**src/rtl/core/kjas_pkg.sv**
```systemverilog
// Package for the keyframe joint angle stepper: widths, angle constants,
// keyframe record, command codes and FIFO control/status structs.
// No dependencies.
package kjas_pkg;

  localparam int QUEUE_DEPTH = 16;
  localparam int PTR_W       = (QUEUE_DEPTH > 1) ? $clog2(QUEUE_DEPTH) : 1;
  localparam int QCNT_W      = $clog2(QUEUE_DEPTH + 1);

  localparam int CMD_W     = 2;
  localparam int TGT_IN_W  = 27;
  localparam int TGT_W     = 28;
  localparam int STEPS_W   = 16;
  localparam int ANG_W     = 25;
  localparam int STEP_W    = 28;
  localparam int SUM_W     = 29;
  localparam int MAG_W     = 28;
  localparam int DIV_CNT_W = $clog2(MAG_W);

  localparam int FULL_TURN  = 360 * 65536;
  localparam int HALF_LIMIT = 185 * 65536;

  typedef enum logic [CMD_W-1:0] {
    CMD_TICK   = 2'd0,
    CMD_ADD    = 2'd1,
    CMD_FREEZE = 2'd2
  } cmd_e;

  typedef struct packed {
    logic signed [TGT_W-1:0] target;
    logic [STEPS_W-1:0]      remaining;
    logic [STEPS_W-1:0]      reload;
    logic                    loop_back;
  } frame_t;

  typedef struct packed {
    logic push;
    logic pop;
    logic clear;
  } fifo_ctl_t;

  typedef struct packed {
    logic empty;
    logic full;
  } fifo_sts_t;

endpackage

```
**src/rtl/core/keyframe_joint_angle_stepper.sv**
```systemverilog
// Keyframe joint angle stepper, top level. Uses kjas_pkg, kjas_fifo, kjas_divider.
// Add, freeze and unused commands: result strobed in the cycle after the start beat.
// Tick: fetch (load a keyframe or drop a zero-step one), adjust, divide, apply, wrap,
//   finish; with nothing to step it strobes from fetch. busy drops as the result
//   strobes, which cannot stall.
// Synchronous active-low reset: angle 0, no active keyframe, queue empty.
module keyframe_joint_angle_stepper (
  input  logic                                clk,
  input  logic                                rst_n,
  input  logic                                start,
  output logic                                busy,
  input  logic [kjas_pkg::CMD_W-1:0]          in_command,
  input  logic signed [kjas_pkg::TGT_IN_W-1:0] in_target_angle,
  input  logic [kjas_pkg::STEPS_W-1:0]        in_step_count,
  input  logic [kjas_pkg::STEPS_W-1:0]        in_reload_count,
  input  logic                                in_loop_back,
  output logic                                out_strobe,
  output logic [kjas_pkg::ANG_W-1:0]          out_joint_angle,
  output logic signed [kjas_pkg::STEP_W-1:0]  out_step_angle,
  output logic                                out_stepped,
  output logic                                out_queue_dropped
);
  import kjas_pkg::*;

  typedef enum logic [8:0] {
    ST_IDLE     = 9'b000000001,
    ST_FETCH    = 9'b000000010,
    ST_LOAD     = 9'b000000100,
    ST_ADJ      = 9'b000001000,
    ST_DIV_GO   = 9'b000010000,
    ST_DIV_WAIT = 9'b000100000,
    ST_APPLY    = 9'b001000000,
    ST_WRAP     = 9'b010000000,
    ST_FIN      = 9'b100000000
  } state_t;

  localparam logic signed [SUM_W-1:0] FULL_S     = SUM_W'(FULL_TURN);
  localparam logic signed [SUM_W-1:0] HALF_S     = SUM_W'(HALF_LIMIT);
  localparam logic signed [SUM_W-1:0] NEG_HALF_S = -SUM_W'(HALF_LIMIT);
  localparam logic signed [TGT_W-1:0] FULL_T     = TGT_W'(FULL_TURN);

  state_t                    state_r, state_nxt;
  logic [ANG_W-1:0]          cur_r, cur_nxt;
  frame_t                    act_r, act_nxt;
  logic                      act_valid_r, act_valid_nxt;
  logic signed [SUM_W-1:0]   sum_r, sum_nxt;
  logic                      neg_r, neg_nxt;
  logic signed [STEP_W-1:0]  step_r, step_nxt;
  logic                      strobe_r, strobe_nxt;
  logic signed [STEP_W-1:0]  out_step_r, out_step_nxt;
  logic                      out_stepped_r, out_stepped_nxt;
  logic                      out_drop_r, out_drop_nxt;

  fifo_ctl_t                 fifo_ctl;
  fifo_sts_t                 fifo_sts;
  frame_t                    push_data;
  frame_t                    fifo_rd;

  logic                      div_start;
  logic [MAG_W-1:0]          div_dividend;
  logic                      div_done;
  logic [MAG_W-1:0]          div_quo;

  logic signed [SUM_W-1:0]   cur_ext;
  logic signed [SUM_W-1:0]   diff_w;
  logic signed [SUM_W-1:0]   diff_abs;
  logic signed [STEP_W-1:0]  step_w;

  assign cur_ext  = $signed({{(SUM_W-ANG_W){1'b0}}, cur_r});
  assign diff_w   = SUM_W'(act_r.target) - cur_ext;
  assign diff_abs = diff_w[SUM_W-1] ? -diff_w : diff_w;
  assign step_w   = neg_r ? -$signed(div_quo) : $signed(div_quo);

  kjas_fifo u_fifo (
    .clk     (clk),
    .rst_n   (rst_n),
    .ctl     (fifo_ctl),
    .wr_data (push_data),
    .rd_data (fifo_rd),
    .sts     (fifo_sts)
  );

  kjas_divider u_div (
    .clk      (clk),
    .rst_n    (rst_n),
    .start    (div_start),
    .dividend (div_dividend),
    .divisor  (act_r.remaining),
    .done     (div_done),
    .quotient (div_quo)
  );

  always_comb begin
    state_nxt       = state_r;
    cur_nxt         = cur_r;
    act_nxt         = act_r;
    act_valid_nxt   = act_valid_r;
    sum_nxt         = sum_r;
    neg_nxt         = neg_r;
    step_nxt        = step_r;
    strobe_nxt      = 1'b0;
    out_step_nxt    = out_step_r;
    out_stepped_nxt = out_stepped_r;
    out_drop_nxt    = out_drop_r;
    fifo_ctl        = '0;
    div_start       = 1'b0;
    div_dividend    = diff_abs[MAG_W-1:0];
    push_data.target    = TGT_W'(in_target_angle);
    push_data.remaining = in_step_count;
    push_data.reload    = in_reload_count;
    push_data.loop_back = in_loop_back;

    case (state_r)
      ST_IDLE: begin
        if (start) begin
          out_step_nxt    = '0;
          out_stepped_nxt = 1'b0;
          out_drop_nxt    = 1'b0;
          strobe_nxt      = 1'b1;
          case (in_command)
            CMD_TICK: begin
              strobe_nxt = 1'b0;
              state_nxt  = ST_FETCH;
            end
            CMD_ADD: begin
              fifo_ctl.push = 1'b1;
              out_drop_nxt  = fifo_sts.full;
            end
            CMD_FREEZE: begin
              fifo_ctl.clear = 1'b1;
              act_valid_nxt  = 1'b0;
            end
            default: begin
            end
          endcase
        end
      end
      ST_FETCH: begin
        if (!act_valid_r) begin
          if (fifo_sts.empty) begin
            strobe_nxt = 1'b1;
            state_nxt  = ST_IDLE;
          end else begin
            fifo_ctl.pop = 1'b1;
            state_nxt    = ST_LOAD;
          end
        end else if (act_r.remaining == '0) begin
          act_valid_nxt = 1'b0;
        end else begin
          state_nxt = ST_ADJ;
        end
      end
      ST_LOAD: begin
        act_nxt       = fifo_rd;
        act_valid_nxt = 1'b1;
        state_nxt     = ST_FETCH;
      end
      ST_ADJ: begin
        if (diff_w > HALF_S) begin
          act_nxt.target = act_r.target - FULL_T;
        end else if (diff_w < NEG_HALF_S) begin
          act_nxt.target = act_r.target + FULL_T;
        end
        state_nxt = ST_DIV_GO;
      end
      ST_DIV_GO: begin
        neg_nxt   = diff_w[SUM_W-1];
        div_start = 1'b1;
        state_nxt = ST_DIV_WAIT;
      end
      ST_DIV_WAIT: begin
        if (div_done) begin
          state_nxt = ST_APPLY;
        end
      end
      ST_APPLY: begin
        step_nxt  = step_w;
        sum_nxt   = cur_ext + SUM_W'(step_w);
        state_nxt = ST_WRAP;
      end
      ST_WRAP: begin
        if (sum_r[SUM_W-1]) begin
          sum_nxt = sum_r + FULL_S;
        end else if (sum_r > FULL_S) begin
          sum_nxt = sum_r - FULL_S;
        end else begin
          cur_nxt   = sum_r[ANG_W-1:0];
          state_nxt = ST_FIN;
        end
      end
      ST_FIN: begin
        act_nxt.remaining = act_r.remaining - 1'b1;
        if (act_r.remaining == STEPS_W'(1)) begin
          act_valid_nxt = 1'b0;
          if (act_r.loop_back) begin
            fifo_ctl.push       = 1'b1;
            push_data.target    = act_r.target;
            push_data.remaining = act_r.reload;
            push_data.reload    = act_r.reload;
            push_data.loop_back = act_r.loop_back;
          end
        end
        out_step_nxt    = step_r;
        out_stepped_nxt = 1'b1;
        out_drop_nxt    = 1'b0;
        strobe_nxt      = 1'b1;
        state_nxt       = ST_IDLE;
      end
      default: begin
        state_nxt = ST_IDLE;
      end
    endcase
  end

  always_ff @(posedge clk) begin
    if (!rst_n) begin
      state_r     <= ST_IDLE;
      cur_r       <= '0;
      act_valid_r <= 1'b0;
      strobe_r    <= 1'b0;
    end else begin
      state_r     <= state_nxt;
      cur_r       <= cur_nxt;
      act_valid_r <= act_valid_nxt;
      strobe_r    <= strobe_nxt;
    end
  end

  always_ff @(posedge clk) begin
    act_r         <= act_nxt;
    sum_r         <= sum_nxt;
    neg_r         <= neg_nxt;
    step_r        <= step_nxt;
    out_step_r    <= out_step_nxt;
    out_stepped_r <= out_stepped_nxt;
    out_drop_r    <= out_drop_nxt;
  end

  assign busy              = (state_r != ST_IDLE);
  assign out_strobe        = strobe_r;
  assign out_joint_angle   = cur_r;
  assign out_step_angle    = out_step_r;
  assign out_stepped       = out_stepped_r;
  assign out_queue_dropped = out_drop_r;

`ifndef SYNTHESIS
  a_tick_busy: assert property (@(posedge clk) disable iff (!rst_n)
    (start && !busy && in_command == CMD_TICK) |=> busy)
    else $error("stepper: tick beat did not raise busy");
  a_div_active: assert property (@(posedge clk) disable iff (!rst_n)
    (state_r == ST_DIV_GO) |-> (act_valid_r && act_r.remaining != '0))
    else $error("stepper: divide started without a live keyframe");
  a_fin_wrapped: assert property (@(posedge clk) disable iff (!rst_n)
    (state_r == ST_FIN) |-> (!sum_r[SUM_W-1] && sum_r <= FULL_S))
    else $error("stepper: angle not wrapped at finish");
  a_angle_range: assert property (@(posedge clk) disable iff (!rst_n)
    out_strobe |-> (out_joint_angle <= ANG_W'(FULL_TURN)))
    else $error("stepper: reported angle beyond full turn");
`endif

endmodule

```
**src/rtl/core/kjas_fifo.sv**
```systemverilog
// Keyframe FIFO: circular buffer in a memory array with registered read.
// Depends on kjas_pkg.
module kjas_fifo (
  input  logic                clk,
  input  logic                rst_n,
  input  kjas_pkg::fifo_ctl_t ctl,
  input  kjas_pkg::frame_t    wr_data,
  output kjas_pkg::frame_t    rd_data,
  output kjas_pkg::fifo_sts_t sts
);
  import kjas_pkg::*;

  frame_t              mem [QUEUE_DEPTH];
  frame_t              rd_data_r;
  logic [PTR_W-1:0]    head_r, head_nxt;
  logic [PTR_W-1:0]    tail_r, tail_nxt;
  logic [QCNT_W-1:0]   count_r, count_nxt;
  logic                push_ok;

  localparam logic [PTR_W-1:0]  PTR_LAST = PTR_W'(QUEUE_DEPTH - 1);
  localparam logic [QCNT_W-1:0] CNT_FULL = QCNT_W'(QUEUE_DEPTH);

  assign sts.empty = (count_r == '0);
  assign sts.full  = (count_r == CNT_FULL);
  assign push_ok   = ctl.push && !sts.full;
  assign rd_data   = rd_data_r;

  always_comb begin
    head_nxt  = head_r;
    tail_nxt  = tail_r;
    count_nxt = count_r;
    if (ctl.clear) begin
      head_nxt  = '0;
      tail_nxt  = '0;
      count_nxt = '0;
    end else if (push_ok) begin
      tail_nxt  = (tail_r == PTR_LAST) ? '0 : tail_r + 1'b1;
      count_nxt = count_r + 1'b1;
    end else if (ctl.pop && !sts.empty) begin
      head_nxt  = (head_r == PTR_LAST) ? '0 : head_r + 1'b1;
      count_nxt = count_r - 1'b1;
    end
  end

  always_ff @(posedge clk) begin
    if (!rst_n) begin
      head_r  <= '0;
      tail_r  <= '0;
      count_r <= '0;
    end else begin
      head_r  <= head_nxt;
      tail_r  <= tail_nxt;
      count_r <= count_nxt;
    end
  end

  always_ff @(posedge clk) begin
    if (push_ok && !ctl.clear) begin
      mem[tail_r] <= wr_data;
    end
    if (ctl.pop) begin
      rd_data_r <= mem[head_r];
    end
  end

`ifndef SYNTHESIS
  a_pop_nonempty: assert property (@(posedge clk) disable iff (!rst_n)
    ctl.pop |-> !sts.empty)
    else $error("kjas_fifo: pop from empty queue");
  a_empty_ptrs: assert property (@(posedge clk) disable iff (!rst_n)
    (count_r == '0) |-> (head_r == tail_r))
    else $error("kjas_fifo: empty queue with unequal pointers");
  a_full_hold: assert property (@(posedge clk) disable iff (!rst_n)
    (ctl.push && sts.full && !ctl.pop && !ctl.clear) |=> $stable(count_r))
    else $error("kjas_fifo: push into full queue changed count");
`endif

endmodule

```
**src/rtl/core/kjas_divider.sv**
```systemverilog
// Bit-serial restoring divider: one quotient bit per cycle, MAG_W quotient bits.
// Depends on kjas_pkg.
module kjas_divider (
  input  logic                              clk,
  input  logic                              rst_n,
  input  logic                              start,
  input  logic [kjas_pkg::MAG_W-1:0]        dividend,
  input  logic [kjas_pkg::STEPS_W-1:0]      divisor,
  output logic                              done,
  output logic [kjas_pkg::MAG_W-1:0]        quotient
);
  import kjas_pkg::*;

  logic                   busy_r, busy_nxt;
  logic                   done_r, done_nxt;
  logic [DIV_CNT_W-1:0]   cnt_r, cnt_nxt;
  logic [MAG_W-1:0]       dvd_r, dvd_nxt;
  logic [MAG_W-1:0]       quo_r, quo_nxt;
  logic [STEPS_W-1:0]     rem_r, rem_nxt;
  logic [STEPS_W-1:0]     dsr_r, dsr_nxt;
  logic [STEPS_W:0]       trial;
  logic [STEPS_W:0]       diff;
  logic                   qbit;

  assign trial    = {rem_r, dvd_r[MAG_W-1]};
  assign diff     = trial - {1'b0, dsr_r};
  assign qbit     = (trial >= {1'b0, dsr_r});
  assign done     = done_r;
  assign quotient = quo_r;

  always_comb begin
    busy_nxt = busy_r;
    done_nxt = 1'b0;
    cnt_nxt  = cnt_r;
    dvd_nxt  = dvd_r;
    quo_nxt  = quo_r;
    rem_nxt  = rem_r;
    dsr_nxt  = dsr_r;
    if (start) begin
      busy_nxt = 1'b1;
      cnt_nxt  = DIV_CNT_W'(MAG_W - 1);
      dvd_nxt  = dividend;
      quo_nxt  = '0;
      rem_nxt  = '0;
      dsr_nxt  = divisor;
    end else if (busy_r) begin
      dvd_nxt = {dvd_r[MAG_W-2:0], 1'b0};
      quo_nxt = {quo_r[MAG_W-2:0], qbit};
      rem_nxt = qbit ? diff[STEPS_W-1:0] : trial[STEPS_W-1:0];
      if (cnt_r == '0) begin
        busy_nxt = 1'b0;
        done_nxt = 1'b1;
      end else begin
        cnt_nxt = cnt_r - 1'b1;
      end
    end
  end

  always_ff @(posedge clk) begin
    if (!rst_n) begin
      busy_r <= 1'b0;
      done_r <= 1'b0;
    end else begin
      busy_r <= busy_nxt;
      done_r <= done_nxt;
    end
  end

  always_ff @(posedge clk) begin
    cnt_r <= cnt_nxt;
    dvd_r <= dvd_nxt;
    quo_r <= quo_nxt;
    rem_r <= rem_nxt;
    dsr_r <= dsr_nxt;
  end

endmodule
```
**config.mk**
```make
export PLATFORM = sky130hd
export DESIGN_NAME = keyframe_joint_angle_stepper
export DESIGN_NICKNAME = d
export VERILOG_FILES = /design/src/rtl/core/kjas_pkg.sv /design/src/rtl/core/keyframe_joint_angle_stepper.sv /design/src/rtl/core/kjas_fifo.sv /design/src/rtl/core/kjas_divider.sv
export SDC_FILE = /design/constraint.sdc
export NUM_CORES = 2
export LEC_CHECK = 0
export BUFFER_PORTS_ARGS = -buffer_cell sky130_fd_sc_hd__clkbuf_2
export CORE_ASPECT_RATIO = 2
export CORE_MARGIN = 4
export CORE_UTILIZATION = 60
export CTS_CLUSTER_DIAMETER = 200
export DETAILED_ROUTE_END_ITERATION = 16
export PLACE_DENSITY = 0.77
export REMOVE_ABC_BUFFERS = 1
export SLEW_MARGIN = 20
export SYNTH_ARGS = -nofsm -noshare
export SYNTH_HDL_FRONTEND = slang
export SYNTH_HIERARCHICAL = 1
export SYNTH_SLANG_ARGS = --single-unit
```
**constraint.sdc**
```tcl
create_clock -name clk -period 9.7 [get_ports clk]
set_clock_uncertainty 0.2 [all_clocks]
set_input_delay 0.485 -clock clk [delete_from_list [all_inputs] [get_ports clk]]
set_output_delay 0.485 -clock clk [all_outputs]
set_load 0.02 [all_outputs]
```
==> flow_summary_export.csv <==
group,metric,value,unit
routing,routed-wl-met2,73800,um
place,gp_congestion,0.981,
floorplanning,die_w,226,um
routing,drt-met1-wl,45700,um
routing,firstDrtPassIters,6,
power_and_ir_drop,max-vdd-ir-drop,0.176,mV
grt,grt_overflow,0,
logic_synthesis,syn_inst,3564,
setup_path,cp-start-kind,"flop",
routing,wl_met3,8970,um
setup_path,reg2reg_slack,3.87,ns
timing,finalSetupViolations,0,
logic_synthesis,synth-main-ff-cell,"edfxtp_1",
setup_path,crit_path_max_fanout,19,
floorplanning,dieArea,0.0999,sq mm
timing,worstMarginPinSlew,1.10,ns
timing,fin_ws,3.87,ns
clock_network,clockBufferDepth,3,
logic_synthesis,synthArstFlopShare,0,%
logic_synthesis,yosysSeqAreaShare,68.6,%
finish,fin_area,0.0623,sq mm
place,placed_area,0.0587,sq mm
place,dp.final_hpwl,85000,um
floorplanning,ios,122,
timing,min_period,5.83,ns
routing,num_vias,32226,
routing,wl_per_cell,27.4,um
timing,period_share,60.1,%
routing,route.detailed.drc,0,
grt,grt_max_degree,144,
finish,fin_nets,3847,
logic_synthesis,ys_types,119,
worst_hold_path,hp-class,"primary input to flop",
clock_network,cts_resized,0,
finish,final_util,66.3,%
logic_synthesis,synth_area,0.0568,sq mm
power_and_ir_drop,leakage,20.8,nW
setup_path,end_kind,"flop",
clock_network,path_clk_slew,0.07,ns
clock_network,cts_sinks,1330,
setup_path,required,9.96,ns
logic_synthesis,syn_avg_cell_area,15.9,sq um
clock_network,h-tree-depth,3,
clock_network,clock_latency,0.73,ns
floorplanning,rows,159,
setup_path,cp_data_arrival_time,6.09,ns
timing,maxSlewViolCount,0,
routing,routed.top_layer,"met4",
clock_network,root_buffer,"clkbuf_16",
floorplanning,fp.dieH,443,um
timing,hold_viol,0,
finish,drive_gt1_share,18.4,%
outcome,status,"complete, no violations",
routing,drt_iter0_drc,2964,
routing,routed_wl,136000,um
place,pre_cts_ws,3.92,ns
grt,antenna_found_initial,1,
floorplanning,core-area,0.0939,sq mm
timing,rsz0062_at_grt,"no",
timing,final.setup.tns,0,ns
logic_synthesis,synth_seq_cells,1330,
finish,area_delta_synth_final,9.72,%
flow_run,cap_violations,0,
timing,max_slew_margin,26.4,%
timing,fmax,0.171,GHz
power_and_ir_drop,powerDensity,176,mW/mm^2
clock_network,cts_tree,"yes",
grt,grt_usage,27.5,%
place,portBuffers,121,
logic_synthesis,synth_edf_count,1230,
setup_path,crit_type,"flop to flop",
routing,avgViaCountPerCell,6.47,
clock_network,numCtsBuffers,104,
floorplanning,start_util,60.5,%
routing,ant_nets,0,
grt,grt_pass1_wl,206000,um
grt,grt_pass1_vias,33327,
logic_synthesis,yosysWarnings,6,
[where the power goes]
part           switching (mW)  internal (mW)
Clock                    2.02           2.39
Sequential             0.0127           6.28
Combinational           0.176         0.0603
Total                    2.21           8.73
[kinds of logic after synthesis]
logic type	Yosys count	synth area share, %
flops	1330	68.6
simple gates	901	7.49
compound gates	571	7.22
mux	306	10.8
buf+inv	251	2.03
xor+xnor	112	1.73
fa+ha+maj	93	2.12
[placed cells by master, fill, tap and decap left out, types with 10 or more instances in the layout]
cell / instances
a211oi_1: 16
a21o_1: 27
a21oi_1: 112
a22oi_1: 124
a31oi_1: 12
and2_1: 62
and3_1: 17
buf_4: 53
bufinv_16: 13
clkbuf_1: 15
clkbuf_16: 106
clkbuf_2: 121
clkinv_1: 18
clkinv_2: 16
dfxtp_1: 97
edfxtp_1: 1230
ha_1: 88
inv_1: 86
mux2_2: 28
mux2i_1: 34
mux4_2: 244
nand2_1: 405
nand2b_1: 26
nand3_1: 35
nor2_1: 155
nor2_4: 13
nor2b_1: 19
nor3_1: 46
nor4_1: 17
o211ai_1: 17
o21a_1: 18
o21ai_0: 95
o21ai_1: 10
o31ai_1: 20
or3_1: 18
or4_1: 10
xnor2_1: 72
xor2_1: 40
[critical path, stage by stage, from the launching register on]
cell and delay, ns:
dfxtp_1 0.35, ha_1 0.23, fa_1 0.44, nor2b_4 0.16
o31a_1 0.25, o21a_1 0.32, nor3_2 0.14, a2111oi_4 0.56
o31ai_1 0.21, a31oi_4 0.61, nand2_1 0.35, inv_1 0.22
ha_1 0.25, a21o_1 0.17, a21o_1 0.19, a21o_1 0.17
a21oi_1 0.22, o21bai_1 0.10, a21oi_1 0.18, xor2_1 0.15
o21ai_0 0.10
[state kept, by name, summed over array words and instances (netlist names)]
register / flops
act_r: 61
act_valid_r: 1
neg_r: 1
out_joint_angle: 25
out_queue_dropped: 1
out_step_angle: 28
out_stepped: 1
out_strobe: 1
state_r: 9
step_r: 28
sum_r: 29
u_div/busy_r: 1
u_div/cnt_r: 5
u_div/done: 1
u_div/dsr_r: 16
u_div/dvd_r: 28
u_div/quotient: 28
u_div/rem_r: 16
u_fifo/count_r: 5
u_fifo/head_r: 4
u_fifo/mem: 976
u_fifo/rd_data: 61
u_fifo/tail_r: 4
[area by class of cell]
cell class / count / area [sq um]
inverter: 90 / 350
timing repair buffer: 180 / 1080
antenna: 1 / 2.50
sequential: 1330 / 38900
clock inverter: 67 / 798
fill: 6273 / 31600
clock buffer: 123 / 2740
tap: 1207 / 1510
multi-input combinational: 1983 / 16900
[per-layer routing]
layer	track usage (%)	up-vias
met5	0	-
met1	31.8	16295
li1	-	14170
met2	50.0	1434
met3	3.67	327
met4	13.7	0
[per-stage QoR]
step | instances | hold WS [ns] | total power, mW
floorplan | 3403 | 0.200 | 6.55
global placement | 4786 | 0.203 | 6.64
detailed placement | 4786 | 0.205 | 6.66
CTS | 4980 | 0.0108 | 11.0
global route | 4981 | 0.0480 | 11.3
finish | 4981 | 0.0798 | 10.9
[synthesized netlist by cell type, types with 27 or more instances]
master	count	area [sq um]
a21o_1	27	203
a21oi_1	112	561
a22oi_1	124	931
and2_1	64	400
clkbuf_1	101	379
dfxtp_1	100	2000
edfxtp_1	1230	36900
ha_1	88	1100
inv_1	87	327
mux2_2	28	315
mux2i_1	34	340
mux4_2	244	5500
nand2_1	407	1530
nand3_1	36	180
nor2_1	168	631
nor3_1	48	240
o21ai_0	96	480
xnor2_1	72	631
xor2_1	40	350
[worst paths after layout]
path              depth (start not counted)                from           endpoint
setup reg to reg                         20  out_joint_angle[0]          act_r[59]
setup / recovery                         20  out_joint_angle[0]          act_r[59]
hold reg to reg                           0   u_fifo/rd_data[4]           act_r[4]
hold / removal                            3       in_command[1]  out_queue_dropped
[what timing repair did]
item                                   in CTS  in global routing
hold buffers                                4                  0
setup buffers                               0                  0
endpoints found under the hold margin       9                  0
No activity file was read; power rests on OpenSTA's default activity.
